--- src/sv/mbrq_pkg.sv ---
// shared types, function codes and crc helper for the modbus request framer
`default_nettype none

package mbrq_pkg;

    // function request codes on the input word
    localparam logic [1:0] FUNC_READ_HOLDING   = 2'd0;
    localparam logic [1:0] FUNC_WRITE_SINGLE   = 2'd1;
    localparam logic [1:0] FUNC_WRITE_MULTIPLE = 2'd2;

    // function code bytes placed in the frame
    localparam logic [7:0] FC_READ_HOLDING   = 8'h03;
    localparam logic [7:0] FC_WRITE_SINGLE   = 8'h06;
    localparam logic [7:0] FC_WRITE_MULTIPLE = 8'h10;

    localparam logic [15:0] CRC_INIT = 16'hFFFF;
    localparam logic [15:0] CRC_POLY = 16'hA001;

    localparam logic KIND_HEADER = 1'b0;
    localparam logic KIND_DATA   = 1'b1;

    // byte index within one item, at most nine bytes
    localparam int IDX_W = 4;

    typedef struct packed {
        logic        kind;
        logic [7:0]  device_id;
        logic [1:0]  function_req;
        logic [15:0] start_address;
        logic [15:0] quantity;
        logic [15:0] word_value;
    } in_word_t;

    typedef struct packed {
        logic [7:0] frame_byte;
        logic       last_byte;
        logic       error;
    } out_word_t;

    // what one item turns into
    typedef enum logic [2:0] {
        MODE_ERROR,
        MODE_READ,
        MODE_WRITE_SINGLE,
        MODE_WM_HEADER,
        MODE_WM_EMPTY,
        MODE_DATA,
        MODE_DATA_LAST
    } mode_t;

    typedef struct packed {
        mode_t            mode;
        logic [IDX_W-1:0] idx;
    } sel_ctrl_t;

    typedef struct packed {
        logic [7:0] frame_byte;
        logic       last_byte;
        logic       error;
        logic       is_data;   // byte goes through the crc
        logic       item_end;  // final byte of this item
    } sel_t;

    function automatic logic [15:0] crc_byte(input logic [15:0] crc_in, input logic [7:0] b);
        logic [15:0] c;
        c = crc_in ^ {8'h00, b};
        for (int k = 0; k < 8; k++) begin
            if (c[0]) begin
                c = (c >> 1) ^ CRC_POLY;
            end else begin
                c = c >> 1;
            end
        end
        return c;
    endfunction

endpackage

`default_nettype wire

--- src/sv/modbus_request_frame_encoder.sv ---
// top level of the modbus rtu master request framer
// usage:
//   s_ channel takes request words: a header (device id, function, start
//   address, quantity or value) or a data word of a write-multiple request
//   m_ channel gives the frame one byte per word; last_byte marks the high
//   crc byte that closes a frame, and a rejected word yields a single word
//   with error and last_byte set and frame_byte zero
//   a write-multiple header opens a frame that the next data words continue;
//   the crc of the open frame is carried between words
// timing:
//   a word taken into the input register sends its bytes to m_ through the
//   output register; an input word yields 1 byte if rejected, 2 for a data
//   word, 4 for the closing data word, 7 for a write-multiple header, 8 for
//   read or write-single, 9 for an empty write multiple; while m_ready stays
//   high one byte leaves per cycle, set by the single output register,
//   and the next word is taken in the cycle that the current one emits
//   its final byte, so one-byte words flow at one per cycle
// reset: aresetn low clears both channels, pending word count and crc
// stall: while m_ready is low the output word holds and the input register
//   fills and then drops s_ready
`default_nettype none

module modbus_request_frame_encoder
    import mbrq_pkg::*;
#(
    parameter int MAX_WORDS = 123
) (
    input  wire       aclk,
    input  wire       aresetn,
    input  wire       s_valid,
    output logic      s_ready,
    input  in_word_t  s_data,
    output logic      m_valid,
    input  wire       m_ready,
    output out_word_t m_data
);

    // input register: holds the word being turned into bytes
    logic             in_valid_reg, in_valid_next;
    in_word_t         in_word_reg;
    logic [IDX_W-1:0] idx_reg, idx_next;
    mode_t            mode_reg, mode_next;

    // frame state carried across words
    logic [15:0]      crc_reg, crc_next;
    logic [6:0]       pending_reg, pending_next;

    // output register
    logic             m_valid_reg, m_valid_next;
    out_word_t        m_word_reg, m_word_next;

    logic             out_free;
    logic             emit;
    logic             item_done;
    mode_t            mode_now;
    mode_t            mode_cur;
    sel_ctrl_t        ctrl;
    sel_t             sel;

    // decide what the word is on its first byte, against the pending count
    always_comb begin
        if (in_word_reg.kind == KIND_DATA) begin
            if (pending_reg == 7'd0) begin
                mode_now = MODE_ERROR;
            end else if (pending_reg == 7'd1) begin
                mode_now = MODE_DATA_LAST;
            end else begin
                mode_now = MODE_DATA;
            end
        end else if (pending_reg != 7'd0) begin
            mode_now = MODE_ERROR;       // header while a frame is open
        end else if (in_word_reg.function_req == FUNC_READ_HOLDING) begin
            mode_now = MODE_READ;
        end else if (in_word_reg.function_req == FUNC_WRITE_SINGLE) begin
            mode_now = MODE_WRITE_SINGLE;
        end else if (in_word_reg.quantity > 16'(MAX_WORDS)) begin
            mode_now = MODE_ERROR;       // too many registers for one frame
        end else if (in_word_reg.quantity == 16'd0) begin
            mode_now = MODE_WM_EMPTY;
        end else begin
            mode_now = MODE_WM_HEADER;
        end
    end

    assign mode_cur  = (idx_reg == '0) ? mode_now : mode_reg;
    assign ctrl.mode = mode_cur;
    assign ctrl.idx  = idx_reg;

    mbrq_byte_sel u_byte_sel (
        .item (in_word_reg),
        .ctrl (ctrl),
        .crc  (crc_reg),
        .sel  (sel)
    );

    assign out_free  = !m_valid_reg || m_ready;
    assign emit      = in_valid_reg && out_free;
    assign item_done = emit && sel.item_end;
    assign s_ready   = !in_valid_reg || item_done;

    always_comb begin
        in_valid_next = in_valid_reg;
        idx_next      = idx_reg;
        mode_next     = mode_reg;
        crc_next      = crc_reg;
        pending_next  = pending_reg;
        m_valid_next  = m_valid_reg;
        m_word_next   = m_word_reg;

        if (out_free) begin
            m_valid_next = 1'b0;
        end

        if (emit) begin
            m_valid_next           = 1'b1;
            m_word_next.frame_byte = sel.frame_byte;
            m_word_next.last_byte  = sel.last_byte;
            m_word_next.error      = sel.error;
            mode_next              = mode_cur;
            idx_next               = idx_reg + 4'd1;

            if (sel.is_data) begin
                crc_next = crc_byte(crc_reg, sel.frame_byte);
            end else if (sel.last_byte && !sel.error) begin
                crc_next = CRC_INIT;     // frame closed
            end

            // pending count moves once per word, on its first byte
            if (idx_reg == '0) begin
                if (mode_cur == MODE_DATA || mode_cur == MODE_DATA_LAST) begin
                    pending_next = pending_reg - 7'd1;
                end else if (mode_cur == MODE_WM_HEADER) begin
                    pending_next = in_word_reg.quantity[6:0];
                end
            end
        end

        if (item_done) begin
            in_valid_next = 1'b0;
            idx_next      = '0;
        end

        if (s_valid && s_ready) begin
            in_valid_next = 1'b1;
        end
    end

    always_ff @(posedge aclk) begin
        if (!aresetn) begin
            in_valid_reg <= 1'b0;
            idx_reg      <= '0;
            mode_reg     <= MODE_ERROR;
            crc_reg      <= CRC_INIT;
            pending_reg  <= '0;
            m_valid_reg  <= 1'b0;
        end else begin
            in_valid_reg <= in_valid_next;
            idx_reg      <= idx_next;
            mode_reg     <= mode_next;
            crc_reg      <= crc_next;
            pending_reg  <= pending_next;
            m_valid_reg  <= m_valid_next;
        end
    end

    // payload registers
    always_ff @(posedge aclk) begin
        m_word_reg <= m_word_next;
        if (s_valid && s_ready) begin
            in_word_reg <= s_data;
        end
    end

    assign m_valid = m_valid_reg;
    assign m_data  = m_word_reg;

    // an error word is always a lone closing word with a zero byte
    assert property (@(posedge aclk) disable iff (!aresetn)
        m_valid_reg && m_word_reg.error |->
            m_word_reg.last_byte && m_word_reg.frame_byte == 8'h00)
        else $error("error word without last_byte or with nonzero byte");

    // an open frame never expects more words than one frame may carry
    assert property (@(posedge aclk) disable iff (!aresetn)
        pending_reg <= 7'(MAX_WORDS))
        else $error("pending word count above limit");

    // with no frame open and no word half done, the crc sits at its seed
    assert property (@(posedge aclk) disable iff (!aresetn)
        pending_reg == 7'd0 && idx_reg == '0 |-> crc_reg == CRC_INIT)
        else $error("crc not reseeded between frames");

    // a word is never dropped: the input register only empties on its last byte
    assert property (@(posedge aclk) disable iff (!aresetn)
        in_valid_reg && !item_done |=> in_valid_reg)
        else $error("input word lost before its final byte");

endmodule

`default_nettype wire

--- src/sv/mbrq_byte_sel.sv ---
// picks the frame byte for one item at a given byte index
`default_nettype none

module mbrq_byte_sel
    import mbrq_pkg::*;
(
    input  in_word_t    item,
    input  sel_ctrl_t   ctrl,
    input  logic [15:0] crc,
    output sel_t        sel
);

    logic [7:0] fc_byte;

    always_comb begin
        case (item.function_req)
            FUNC_READ_HOLDING: fc_byte = FC_READ_HOLDING;
            FUNC_WRITE_SINGLE: fc_byte = FC_WRITE_SINGLE;
            default:           fc_byte = FC_WRITE_MULTIPLE;
        endcase
    end

    always_comb begin
        sel = '0;
        unique case (ctrl.mode)
            MODE_ERROR: begin
                sel.last_byte = 1'b1;
                sel.error     = 1'b1;
                sel.item_end  = 1'b1;
            end
            MODE_DATA, MODE_DATA_LAST: begin
                case (ctrl.idx)
                    4'd0: begin
                        sel.frame_byte = item.word_value[15:8];
                        sel.is_data    = 1'b1;
                    end
                    4'd1: begin
                        sel.frame_byte = item.word_value[7:0];
                        sel.is_data    = 1'b1;
                        sel.item_end   = (ctrl.mode == MODE_DATA);
                    end
                    4'd2: sel.frame_byte = crc[7:0];
                    default: begin
                        sel.frame_byte = crc[15:8];
                        sel.last_byte  = 1'b1;
                        sel.item_end   = 1'b1;
                    end
                endcase
            end
            default: begin
                // header frames: id, code, address, quantity or value, then byte count or crc
                sel.is_data = 1'b1;
                case (ctrl.idx)
                    4'd0: sel.frame_byte = item.device_id;
                    4'd1: sel.frame_byte = fc_byte;
                    4'd2: sel.frame_byte = item.start_address[15:8];
                    4'd3: sel.frame_byte = item.start_address[7:0];
                    4'd4: sel.frame_byte = (ctrl.mode == MODE_WRITE_SINGLE) ?
                                           item.word_value[15:8] : item.quantity[15:8];
                    4'd5: sel.frame_byte = (ctrl.mode == MODE_WRITE_SINGLE) ?
                                           item.word_value[7:0] : item.quantity[7:0];
                    4'd6: begin
                        if (ctrl.mode == MODE_READ || ctrl.mode == MODE_WRITE_SINGLE) begin
                            sel.frame_byte = crc[7:0];
                            sel.is_data    = 1'b0;
                        end else begin
                            // byte count, two per register
                            sel.frame_byte = {item.quantity[6:0], 1'b0};
                            sel.item_end   = (ctrl.mode == MODE_WM_HEADER);
                        end
                    end
                    4'd7: begin
                        sel.is_data = 1'b0;
                        if (ctrl.mode == MODE_WM_EMPTY) begin
                            sel.frame_byte = crc[7:0];
                        end else begin
                            sel.frame_byte = crc[15:8];
                            sel.last_byte  = 1'b1;
                            sel.item_end   = 1'b1;
                        end
                    end
                    default: begin
                        sel.is_data    = 1'b0;
                        sel.frame_byte = crc[15:8];
                        sel.last_byte  = 1'b1;
                        sel.item_end   = 1'b1;
                    end
                endcase
            end
        endcase
    end

endmodule

`default_nettype wire

--- config.mk ---
export PLATFORM = sky130hd
export DESIGN_NAME = modbus_request_frame_encoder
export DESIGN_NICKNAME = d
export VERILOG_FILES = /design/src/sv/mbrq_pkg.sv /design/src/sv/modbus_request_frame_encoder.sv /design/src/sv/mbrq_byte_sel.sv
export SDC_FILE = /design/constraint.sdc
export NUM_CORES = 1
export LEC_CHECK = 0
export BUFFER_PORTS_ARGS = -buffer_cell sky130_fd_sc_hd__buf_4
export CORE_MARGIN = 10
export CORE_UTILIZATION = 60
export DETAILED_ROUTE_END_ITERATION = 7
export PLACE_DENSITY = 0.86
export SYNTH_ARGS = -nofsm -noshare
export SYNTH_HDL_FRONTEND = slang
export SYNTH_SLANG_ARGS = --single-unit
--- constraint.sdc ---
create_clock -name aclk -period 8 [get_ports aclk]
set_input_delay 0.8 -clock aclk [delete_from_list [all_inputs] [get_ports aclk]]
set_output_delay 0.8 -clock aclk [all_outputs]
set_load 0.02 [all_outputs]
==> reports/metrics.cfg, run 1 <==
[cts]
path_clk_slew_ns=0.10
h-tree-depth=3
cts-root-buf=clkbuf_8
cts_setup_buffers=0
cts_buffer_depth=2
cts_resized=0
cts-hold-fix-buffers=0
cts_tree=yes
clk_latency_ns=0.37
cts_sinks=101
cts_buffers=9

[routing]
highest_layer=met4
vias_per_cell=6.63
m1WireLength_mm=6.63
routed_wl_mm=15.8
ant_nets=0
dr_total_vias=4917
routed-wl-met2_mm=6.93
drc=0
wl_per_cell_um=21.3
wl_met3_mm=1.75
drt-initial-drc-count=692
firstDrtPassIters=8

[synthesis]
syn_area_per_cell_um2=9.91
yosysSeqAreaShare_pct=48.5
yosys_warnings=0
synthArstFlopShare_pct=0
synth_nets=633
synth_edf_count=69
yosysUniqueCellTypes=74
ys.flop_type=edfxtp_1
syn_area_mm2=0.00559
syn_inst=564
synth_seq_cells=101

[global_route]
grt_max_degree=60
grt_pass1_wl_mm=25.5
gr-total-overflow=0
antenna_found_initial=0
grt_pass1_vias=4801
grt_usage_pct=24.2

[power]
peakVddDrop_mv=0.118
p_comb_share_pct=26.6
pwr-share-clk_pct=24.2
p_per_area_mw_per_mm2=201
leakage_nw=2.34
intPower_mw=0.870
p_total_mw=1.29
p_sw_mw=0.416
netSwitchingFraction_pct=32.3
seqPwrFrac_pct=49.3

[hold_path]
min_path_type=reg -> reg
min_path_cells=2

[sta]
min_period_over_period_pct=67.2
slew_violations=0
worstMarginPinSlew_ns=1.31
timing.fmax_mhz=186
whs_ns=0.505
skew_ns=0.0236
rsz0062_at_grt=false
hold_viol=0
setup_viol=0
fin_ws_ns=2.62
tns_ns=0
post-route-min-period_ns=5.38
relSlewSlack_pct=12.2

[critical_path]
crit_slowest_cell=nand3_1
rr_worst_depth=15
worstPathArrival_ns=5.62
cpPeakStageDelay_ns=0.73
path_buf_inv=1
required_ns=8.25
timing.critical_path.cells=inv_1 > ha_1 > or3b_1 > nor4_4 > nand4_1 > nand2_1 > nand3_1 > o211ai_1 > a211oi_1 > a211oi_2 > xnor2_1 > xnor3_2 > xor3_2 > nor4b_4 > nor3_2
cp_max_fo=23
path_delay_family=simple AND/OR/NAND/NOR gates
crit_path_end_kind=flip-flop
worstSetupPathType=reg -> reg
cp.depth=15
start_kind=flip-flop

[cells_and_area]
final_util_pct=69.7
layout_commonest_cell=buf_4
drive_above_1_share_pct=19.8
largest_reg_flops=59
num_antenna_cells=0
mostFrequentLayoutCells=buf_4, edfxtp_1, nand2_1, nor2_1, o21ai_0
nNetsFinal=695
fillerInstances=654
syn_to_final_growth_pct=14.2

[placed_design]
io_buffers=74
post-place-ws_ns=2.76
dp_hpwl_mm=11.9
gp_congestion=0.976

[floorplan]
core_mm2=0.00915
dieArea_mm2=0.0136
initial_core_util_pct=61.1
die_w_um=117
die_h_um=117
rows=35
pin_count=75

[outcome]
status=finished, final reports clean

[flow_run]
drv_cap=0

[final cells by class]
type	instances	area, um2	area share, %
clock buffer	10	128	2.00
tap	111	139	2.18
multi-input combinational	426	2730	42.7
clock inverter	6	56.3	0.882
sequential	101	2710	42.5
timing repair buffer	78	586	9.17
inverter	10	37.5	0.588
[cell usage after synthesis (3+ instances only)]
| cell | number | area share, % |
|---|---|---|
| a222oi_1 | 6 | 1.1 |
| xnor2_1 | 9 | 1.4 |
| o22ai_1 | 6 | 0.67 |
| o211ai_1 | 13 | 1.7 |
| ha_1 | 6 | 1.3 |
| inv_1 | 9 | 0.60 |
| o31ai_1 | 3 | 0.40 |
| nor3_1 | 21 | 1.9 |
| dfxtp_1 | 32 | 11 |
| or3b_1 | 4 | 0.63 |
| o21a_1 | 3 | 0.40 |
| nor3_2 | 3 | 0.54 |
| a211oi_1 | 8 | 1.1 |
| nor2b_1 | 3 | 0.34 |
| nand3b_1 | 3 | 0.40 |
| xor2_1 | 6 | 0.94 |
| o21ai_1 | 3 | 0.27 |
| a221oi_1 | 6 | 0.94 |
| a22oi_1 | 11 | 1.5 |
| a22o_1 | 5 | 0.78 |
| nor2_1 | 50 | 3.4 |
| a21oi_1 | 35 | 3.1 |
| nand2_1 | 64 | 4.3 |
| nand4_1 | 10 | 1.1 |
| o21ai_0 | 43 | 3.9 |
| edfxtp_1 | 69 | 37 |
| nor4_1 | 3 | 0.34 |
| buf_2 | 8 | 0.72 |
| nand3_1 | 28 | 2.5 |
| a21o_1 | 3 | 0.40 |
| and2_1 | 13 | 1.5 |
| a221o_1 | 3 | 0.54 |
| nand2b_1 | 3 | 0.34 |
| a31oi_1 | 8 | 0.90 |
| and3_1 | 3 | 0.34 |
| clkbuf_1 | 17 | 1.1 |
[path summary, 6_finish.rpt]
kind                              from                       to  slack [ns]
max            idx_reg[0]$_SDFFE_PP0P_  crc_reg[0]$_SDFFE_PN1P_        2.62
min          in_valid_reg$_SDFFE_PN0P_     m_valid$_SDFFE_PN0P_        0.50
max reg2reg    idx_reg[0]$_SDFFE_PP0P_  crc_reg[0]$_SDFFE_PN1P_        2.62
min reg2reg  in_valid_reg$_SDFFE_PN0P_     m_valid$_SDFFE_PN0P_        0.50
[per-stage QoR]
stage / instances / area (um2)
after floorplan: 564 / 5590
after global placement: 726 / 6200
after detailed placement: 726 / 6200
after CTS: 742 / 6380
after global routing: 742 / 6380
final: 742 / 6380
[power groups by stage]
stage | Sequential, mW | Combinational, mW | Clock [mW]
floorplan | 0.637 | 0.241 | 0
detailed placement | 0.643 | 0.335 | 0
finish | 0.633 | 0.342 | 0.311
global route | 0.637 | 0.371 | 0.341
global placement | 0.642 | 0.326 | 0
CTS | 0.631 | 0.337 | 0.316
[kinds of logic (layout without fill, tap and decap cells)]
| group | after synthesis | count (layout) | share of synthesized area (%) |
|---|---|---|---|
| multiplexers | 1 | 1 | 0.403 |
| XOR/XNOR | 17 | 17 | 3.22 |
| buffers and inverters | 37 | 104 | 2.73 |
| AND/OR/NAND/NOR | 225 | 225 | 21.0 |
| AO/OA/AOI/OAI | 177 | 177 | 22.7 |
| adder cells (fa/ha/maj) | 6 | 6 | 1.34 |
| flip-flops | 101 | 101 | 48.5 |
[layer usage]
layer	vias up	GRT usage (%)
li1	2282	-
met1	2270	31.4
met2	323	36.6
met3	42	7.96
met4	0	9.26
met5	-	0
[tightest hold or removal path: stages, from the launching register on]
cell and delay (ns):
dfxtp_1 0.35, inv_1 0.06, a21oi_1 0.05
(Power assumes the default switching activity.)
==> run 2: changes to the inputs <==
--- a/config.mk
+++ b/config.mk
@@ -7,9 +7,9 @@
 export LEC_CHECK = 0
 export BUFFER_PORTS_ARGS = -buffer_cell sky130_fd_sc_hd__buf_4
 export CORE_MARGIN = 10
-export CORE_UTILIZATION = 60
+export CORE_UTILIZATION = 52
 export DETAILED_ROUTE_END_ITERATION = 7
-export PLACE_DENSITY = 0.86
+export PLACE_DENSITY = 0.79
 export SYNTH_ARGS = -nofsm -noshare
 export SYNTH_HDL_FRONTEND = slang
 export SYNTH_SLANG_ARGS = --single-unit
==> constraint.sdc (replaced) <==
create_clock -name aclk -period 4.4 [get_ports aclk]
set_input_delay 0.44 -clock aclk [delete_from_list [all_inputs] [get_ports aclk]]
set_output_delay 0.44 -clock aclk [all_outputs]
set_load 0.02 [all_outputs]
==> run 2 against run 1 <==
Net effect:
- setup slack worse by 2.5 ns
- highest routed layer unchanged
- combinational power increased by 120%
- sequential share of layout area fell by 3.5 points
- non-clock buffer count up 50
- via count is 3.7% higher
- wire length up 7.5%
- cell count is 10% higher
- clock-buffer cell count shrank 1
- design area up 9.1%
- register-to-register slack got worse by 2.5 ns
==> reports/metrics.cfg, run 2 (synthesis results as in run 1) <==
[sta]
slew_violations=0  ; unchanged
skew_ns=0.0190  ; -0.00464 ns
timing.fmax_mhz=232  ; +25%
post-route-min-period_ns=4.31  ; -1.07 ns
tns_ns=0  ; unchanged
worstMarginPinSlew_ns=0.584  ; -0.723 ns
setup_viol=0  ; unchanged
min_period_over_period_pct=97.9  ; +31 points
relSlewSlack_pct=61.0  ; +49 points
fin_ws_ns=0.0932  ; -2.53 ns
hold_viol=0  ; unchanged

[routing]
routed_wl_mm=17.0  ; +7.5%
drc=0  ; unchanged
wl_per_cell_um=20.8  ; -2.5%
ant_nets=0  ; unchanged
vias_per_cell=6.23  ; -6.0%
firstDrtPassIters=6  ; -2
dr_total_vias=5097  ; +3.7%
drt-initial-drc-count=601  ; -13%

[cells_and_area]
nNetsFinal=745  ; +7.2%
largest_reg_flops=59  ; unchanged
drive_above_1_share_pct=27.6  ; +7.8 points
syn_to_final_growth_pct=24.6
layout_commonest_cell=buf_4
mostFrequentLayoutCells=buf_4, edfxtp_1, nand2_1, nor2_1, o21ai_0

[floorplan]
initial_core_util_pct=53.7  ; -7.4 points
pin_count=75  ; unchanged
core_mm2=0.0104  ; +14%
die_h_um=124  ; +6.1%
rows=37  ; +5.7%
die_w_um=124  ; +6.1%
dieArea_mm2=0.0153  ; +13%

[hold_path]
min_to=in_word_reg[0]$_DFFE_PP_
worstHoldStart=s_data[0]
min_path_type=in -> reg
min_path_cells=1  ; -1

[placed_design]
io_buffers=74  ; unchanged
dp_hpwl_mm=13.1  ; +9.8%
gp_congestion=0.978  ; +0.16%
post-place-ws_ns=-0.0711  ; -2.83 ns

[outcome]
status=finished, final reports clean

[power]
pwr-share-clk_pct=25.8  ; +1.6 points
leakage_nw=2.64  ; +13%
peakVddDrop_mv=0.330  ; +180%
p_comb_share_pct=29.2  ; +2.6 points
netSwitchingFraction_pct=32.1  ; -0.19 points
seqPwrFrac_pct=45.0  ; -4.3 points
intPower_mw=1.73  ; +99%
p_sw_mw=0.819  ; +97%
p_per_area_mw_per_mm2=366  ; +82%

[critical_path]
required_ns=4.69  ; -3.56 ns
cp_max_fo=8  ; -65%
worstSetupPathType=reg -> reg
reg2reg_to=crc_reg[0]$_SDFFE_PN1P_
rr_worst_depth=14  ; -1
reg2reg_setup_slack_ns=0.09  ; -2.53 ns
reg2reg_from=pending_reg[3]$_SDFFE_PN0P_
worstPathArrival_ns=4.60  ; -1.02 ns
crit_path_end_kind=flip-flop
start_kind=flip-flop

[global_route]
grt_usage_pct=22.6  ; -1.6 points
antenna_found_initial=1  ; +1
grt_pass1_vias=4836  ; +0.73%
grt_max_degree=60  ; unchanged
grt_pass1_wl_mm=26.5  ; +4.2%
gr-total-overflow=0  ; unchanged

[cts]
cts_buffers=9  ; unchanged
cts_tree=yes
cts_buffer_depth=2  ; unchanged
clk_latency_ns=0.41  ; +0.04 ns
cts-root-buf=clkbuf_8
h-tree-depth=3  ; unchanged
cts_sinks=101  ; unchanged
path_clk_slew_ns=0.12  ; +0.02 ns

[flow_run]
drv_cap=0  ; unchanged

run 2: routing by layer:
| metal | global-route usage (%) | up-vias | wire [um] |
|---|---|---|---|
| li1 | - | 2389 | - |
| met1 | 29.7 | 2373 | 7310 |
| met2 | 33.5 | 287 | 7560 |
| met3 | 7.29 | 48 | 1610 |
| met4 | 9.46 | 0 | 537 |
| met5 | 0 | - | 0 |
run 2: how the worst max path moves through the flow:
stage,from,end,slack [ns],cells after the start
detailed placement,idx_reg[0]$_SDFFE_PP0P_,crc_reg[0]$_SDFFE_PN1P_,-0.07,15
finish,pending_reg[3]$_SDFFE_PN0P_,crc_reg[0]$_SDFFE_PN1P_,0.09,14
global placement,idx_reg[0]$_SDFFE_PP0P_,crc_reg[0]$_SDFFE_PN1P_,0.05,15
floorplan,idx_reg[0]$_SDFFE_PP0P_,crc_reg[0]$_SDFFE_PN1P_,0.15,16
CTS,idx_reg[0]$_SDFFE_PP0P_,crc_reg[0]$_SDFFE_PN1P_,0.03,15
global route,pending_reg[3]$_SDFFE_PN0P_,crc_reg[0]$_SDFFE_PN1P_,-0.0005,14
run 2: power by group through the flow:
stage / combinational, mW / clock [mW] / sequential (mW)
after global placement: 0.684 / 0 / 1.16
after global routing: 0.795 / 0.704 / 1.15
after floorplan: 0.438 / 0 / 1.16
after CTS: 0.705 / 0.668 / 1.14
after detailed placement: 0.699 / 0 / 1.17
final: 0.743 / 0.659 / 1.15
run 2: timing repair:
action                                  in CTS  in global routing
endpoints found under the setup margin       2                  3
pin swaps                                    1                 12
hold buffers                                 0                  0
buffers inserted                             1                  5
gates resized for setup                      2                 20
run 2: layout make-up:
| class | count | area [um2] |
|---|---|---|
| diodes | 1 | 2.50 |
| clock buffers | 9 | 124 |
| clock inverters | 7 | 97.6 |
| fillers | 788 | 3450 |
| inverters | 10 | 37.5 |
| multi-input cells | 426 | 2850 |
| flip-flops and latches | 101 | 2710 |
| well taps | 136 | 170 |
| repair buffers | 128 | 973 |
run 2: through the flow:
step           cells  hold slack [ns]  utilization (%)  power (mW)  instance area (um2)
3_5_place_dp     795            0.479             63.1        1.86                 6570
2_1_floorplan    564            0.453                -        1.59                 5590
4_1_cts          812            0.186             65.4        2.52                 6810
5_1_grt          817            0.179             66.9        2.65                 6960
3_3_place_gp     795            0.463             63.1        1.85                 6570
6_report         818            0.209             66.9        2.55                 6970
run 2: critical path, cell delays in order, from the launching register on:
cell and delay [ns]:
dfxtp_2 0.37, or4_4 0.63, nor4_4 0.34, buf_4 0.17, nand4_1 0.14, nand2_2 0.19, a21oi_4 0.12, a21o_1 0.22
or3_1 0.43, o211ai_2 0.23, xnor2_2 0.14, xnor3_2 0.46, xor3_2 0.44, nor4b_4 0.23, nor3_2 0.08
==> run 3: changes to the inputs <==
--- a/config.mk
+++ b/config.mk
@@ -9,6 +9,7 @@
 export CORE_MARGIN = 10
 export CORE_UTILIZATION = 52
 export DETAILED_ROUTE_END_ITERATION = 7
+export MAX_ROUTING_LAYER = met4
 export PLACE_DENSITY = 0.79
 export SYNTH_ARGS = -nofsm -noshare
 export SYNTH_HDL_FRONTEND = slang
==> run 3 against run 2 <==
Net effect:
- non-clock buffer count grew 7
- worst hold slack lost 0.0075 ns
- setup slack better by 0.058 ns
- register-to-register slack improved by 0.06 ns
- global-route usage rose by 1.1 points
- clock-buffer cell count did not move
- via count rose by 1.6%
- cell count rose by 0.86%
- utilization up 0.65 points
- first-iteration DRC count fell by 21%
- wire length is 1.9% higher
- sequential share of layout area down 0.37 points
==> reports/metrics.cfg, run 3 (synthesis results as in run 1) <==
[placed_design]
gp_congestion=0.958  ; -2.0%
io_buffers=74  ; unchanged
dp_hpwl_mm=13.2  ; +1.1%
post-place-ws_ns=-0.0703  ; +0.000810 ns

[global_route]
grt_usage_pct=23.7  ; +1.1 points
antenna_found_initial=0  ; -1
grt_max_degree=60  ; unchanged
grt_pass1_vias=4941  ; +2.2%
gr-total-overflow=0  ; unchanged
grt_pass1_wl_mm=27.0  ; +1.6%

[power]
leakage_nw=2.67  ; +1.2%
peakVddDrop_mv=0.340  ; +2.9%
p_per_area_mw_per_mm2=365  ; -0.28%

[sta]
skew_ns=0.0182  ; -0.000814 ns
fin_ws_ns=0.151  ; +0.0582 ns
setup_viol=0  ; unchanged
post-route-min-period_ns=4.25  ; -0.0582 ns
relSlewSlack_pct=52.6  ; -8.4 points
slew_violations=0  ; unchanged
min_period_over_period_pct=96.6  ; -1.3 points
worstMarginPinSlew_ns=0.702  ; +0.118 ns
timing.fmax_mhz=235  ; +1.4%
hold_viol=0  ; unchanged
whs_ns=0.201  ; -0.00754 ns

[cells_and_area]
drive_above_1_share_pct=28.9  ; +1.3 points
nNetsFinal=752  ; +0.94%
mostFrequentLayoutCells=buf_4, edfxtp_1, nand2_1, nor2_1, o21ai_0
syn_to_final_growth_pct=25.9
layout_commonest_cell=buf_4
largest_reg_flops=59  ; unchanged

[critical_path]
required_ns=4.71  ; +0.02 ns
worstPathArrival_ns=4.56  ; -0.04 ns
worstSetupPathType=reg -> reg
crit_path_end_kind=flip-flop
cp_max_fo=6  ; -2
start_kind=flip-flop

[cts]
cts_buffer_depth=2  ; unchanged
h-tree-depth=3  ; unchanged
cts-root-buf=clkbuf_8
cts_buffers=9  ; unchanged
clk_latency_ns=0.41  ; about the same
path_clk_slew_ns=0.12  ; about the same
cts_sinks=101  ; unchanged
cts_tree=yes

[routing]
ant_nets=0  ; unchanged
drc=0  ; unchanged
dr_total_vias=5180  ; +1.6%
drt-initial-drc-count=475  ; -21%
wl_per_cell_um=21.0  ; +1.0%
routed_wl_mm=17.3  ; +1.9%
vias_per_cell=6.28  ; +0.77%
firstDrtPassIters=5  ; -1

[hold_path]
min_path_type=in -> reg

[floorplan]
dieArea_mm2=0.0153  ; unchanged
die_h_um=124  ; unchanged
initial_core_util_pct=53.7  ; unchanged
pin_count=75  ; unchanged
core_mm2=0.0104  ; unchanged
die_w_um=124  ; unchanged
rows=37  ; unchanged

[outcome]
status=finished, final reports clean

[flow_run]
drv_cap=0  ; unchanged

-- run 3: cell count changes in the layout (fill, tap and decap cells not counted), sizes merged --
| cell | delta |
|---|---|
| buf | +7 |
-- run 3: metal layers --
metal | wire length (um) | up-vias | track usage [%]
met1 | 7930 | 2510 | 32.0
met5 | 0 | - | -
met4 | 347 | 0 | 7.93
met2 | 7840 | 243 | 34.5
li1 | - | 2397 | -
met3 | 1230 | 30 | 5.48
-- run 3: cell type report --
type	count	area, um2
clock buffers	9	124
fillers	800	3380
well taps	136	170
clock inverters	7	100
repair buffers	135	1040
diodes	1	2.50
inverters	10	37.5
multi-input cells	426	2850
flip-flops and latches	101	2710
-- run 3: repair_timing --
action                                  in CTS  in global routing
buffers inserted                             1                 11
gates resized for setup                      1                 24
pin swaps                                    1                 15
endpoints found under the setup margin       2                  3
hold buffers                                 0                  0
-- run 3: worst max-delay path, stage by stage, from the launching register on --
cell,delay [ns]
dfxtp_2,0.36
or4_1,0.50
buf_4,0.19
o31ai_4,0.30
o21a_2,0.22
mux2i_4,0.27
buf_4,0.16
buf_4,0.11
buf_4,0.13
and3_1,0.23
nand2_1,0.09
and2_1,0.17
a211oi_2,0.27
xnor2_1,0.20
xnor3_2,0.30
buf_4,0.16
xnor2_2,0.13
xnor2_1,0.13
a31oi_1,0.23
-- run 3: worst paths after layout --
check | startpoint | to | slack [ns] | cells past startpoint
setup / recovery | pending_reg[3]$_SDFFE_PN0P_ | crc_reg[14]$_SDFFE_PN1P_ | 0.15 | 18
hold / removal | s_data[5] | in_word_reg[5]$_DFFE_PP_ | 0.20 | 1
setup reg to reg | pending_reg[3]$_SDFFE_PN0P_ | crc_reg[14]$_SDFFE_PN1P_ | 0.15 | 18
hold reg to reg | in_valid_reg$_SDFFE_PN0P_ | m_valid$_SDFFE_PN0P_ | 0.49 | 2
-- run 3: power by group --
part	leakage (nW)	total (mW)	internal (mW)	switching, mW
clock network	0.112	0.659	0.282	0.377
logic	1.63	0.762	0.362	0.400
registers	0.922	1.15	1.09	0.0546
-- run 3: metrics by stage --
stage	util (%)	area (um2)	instances	setup TNS (ns)	power (mW)
floorplan	-	5590	564	0	1.59
global placement	63.3	6590	796	0	1.84
detailed placement	63.3	6590	796	-0.0703	1.86
CTS	65.5	6830	813	0	2.52
global route	67.5	7030	824	-0.0229	2.68
finish	67.5	7030	825	0	2.57
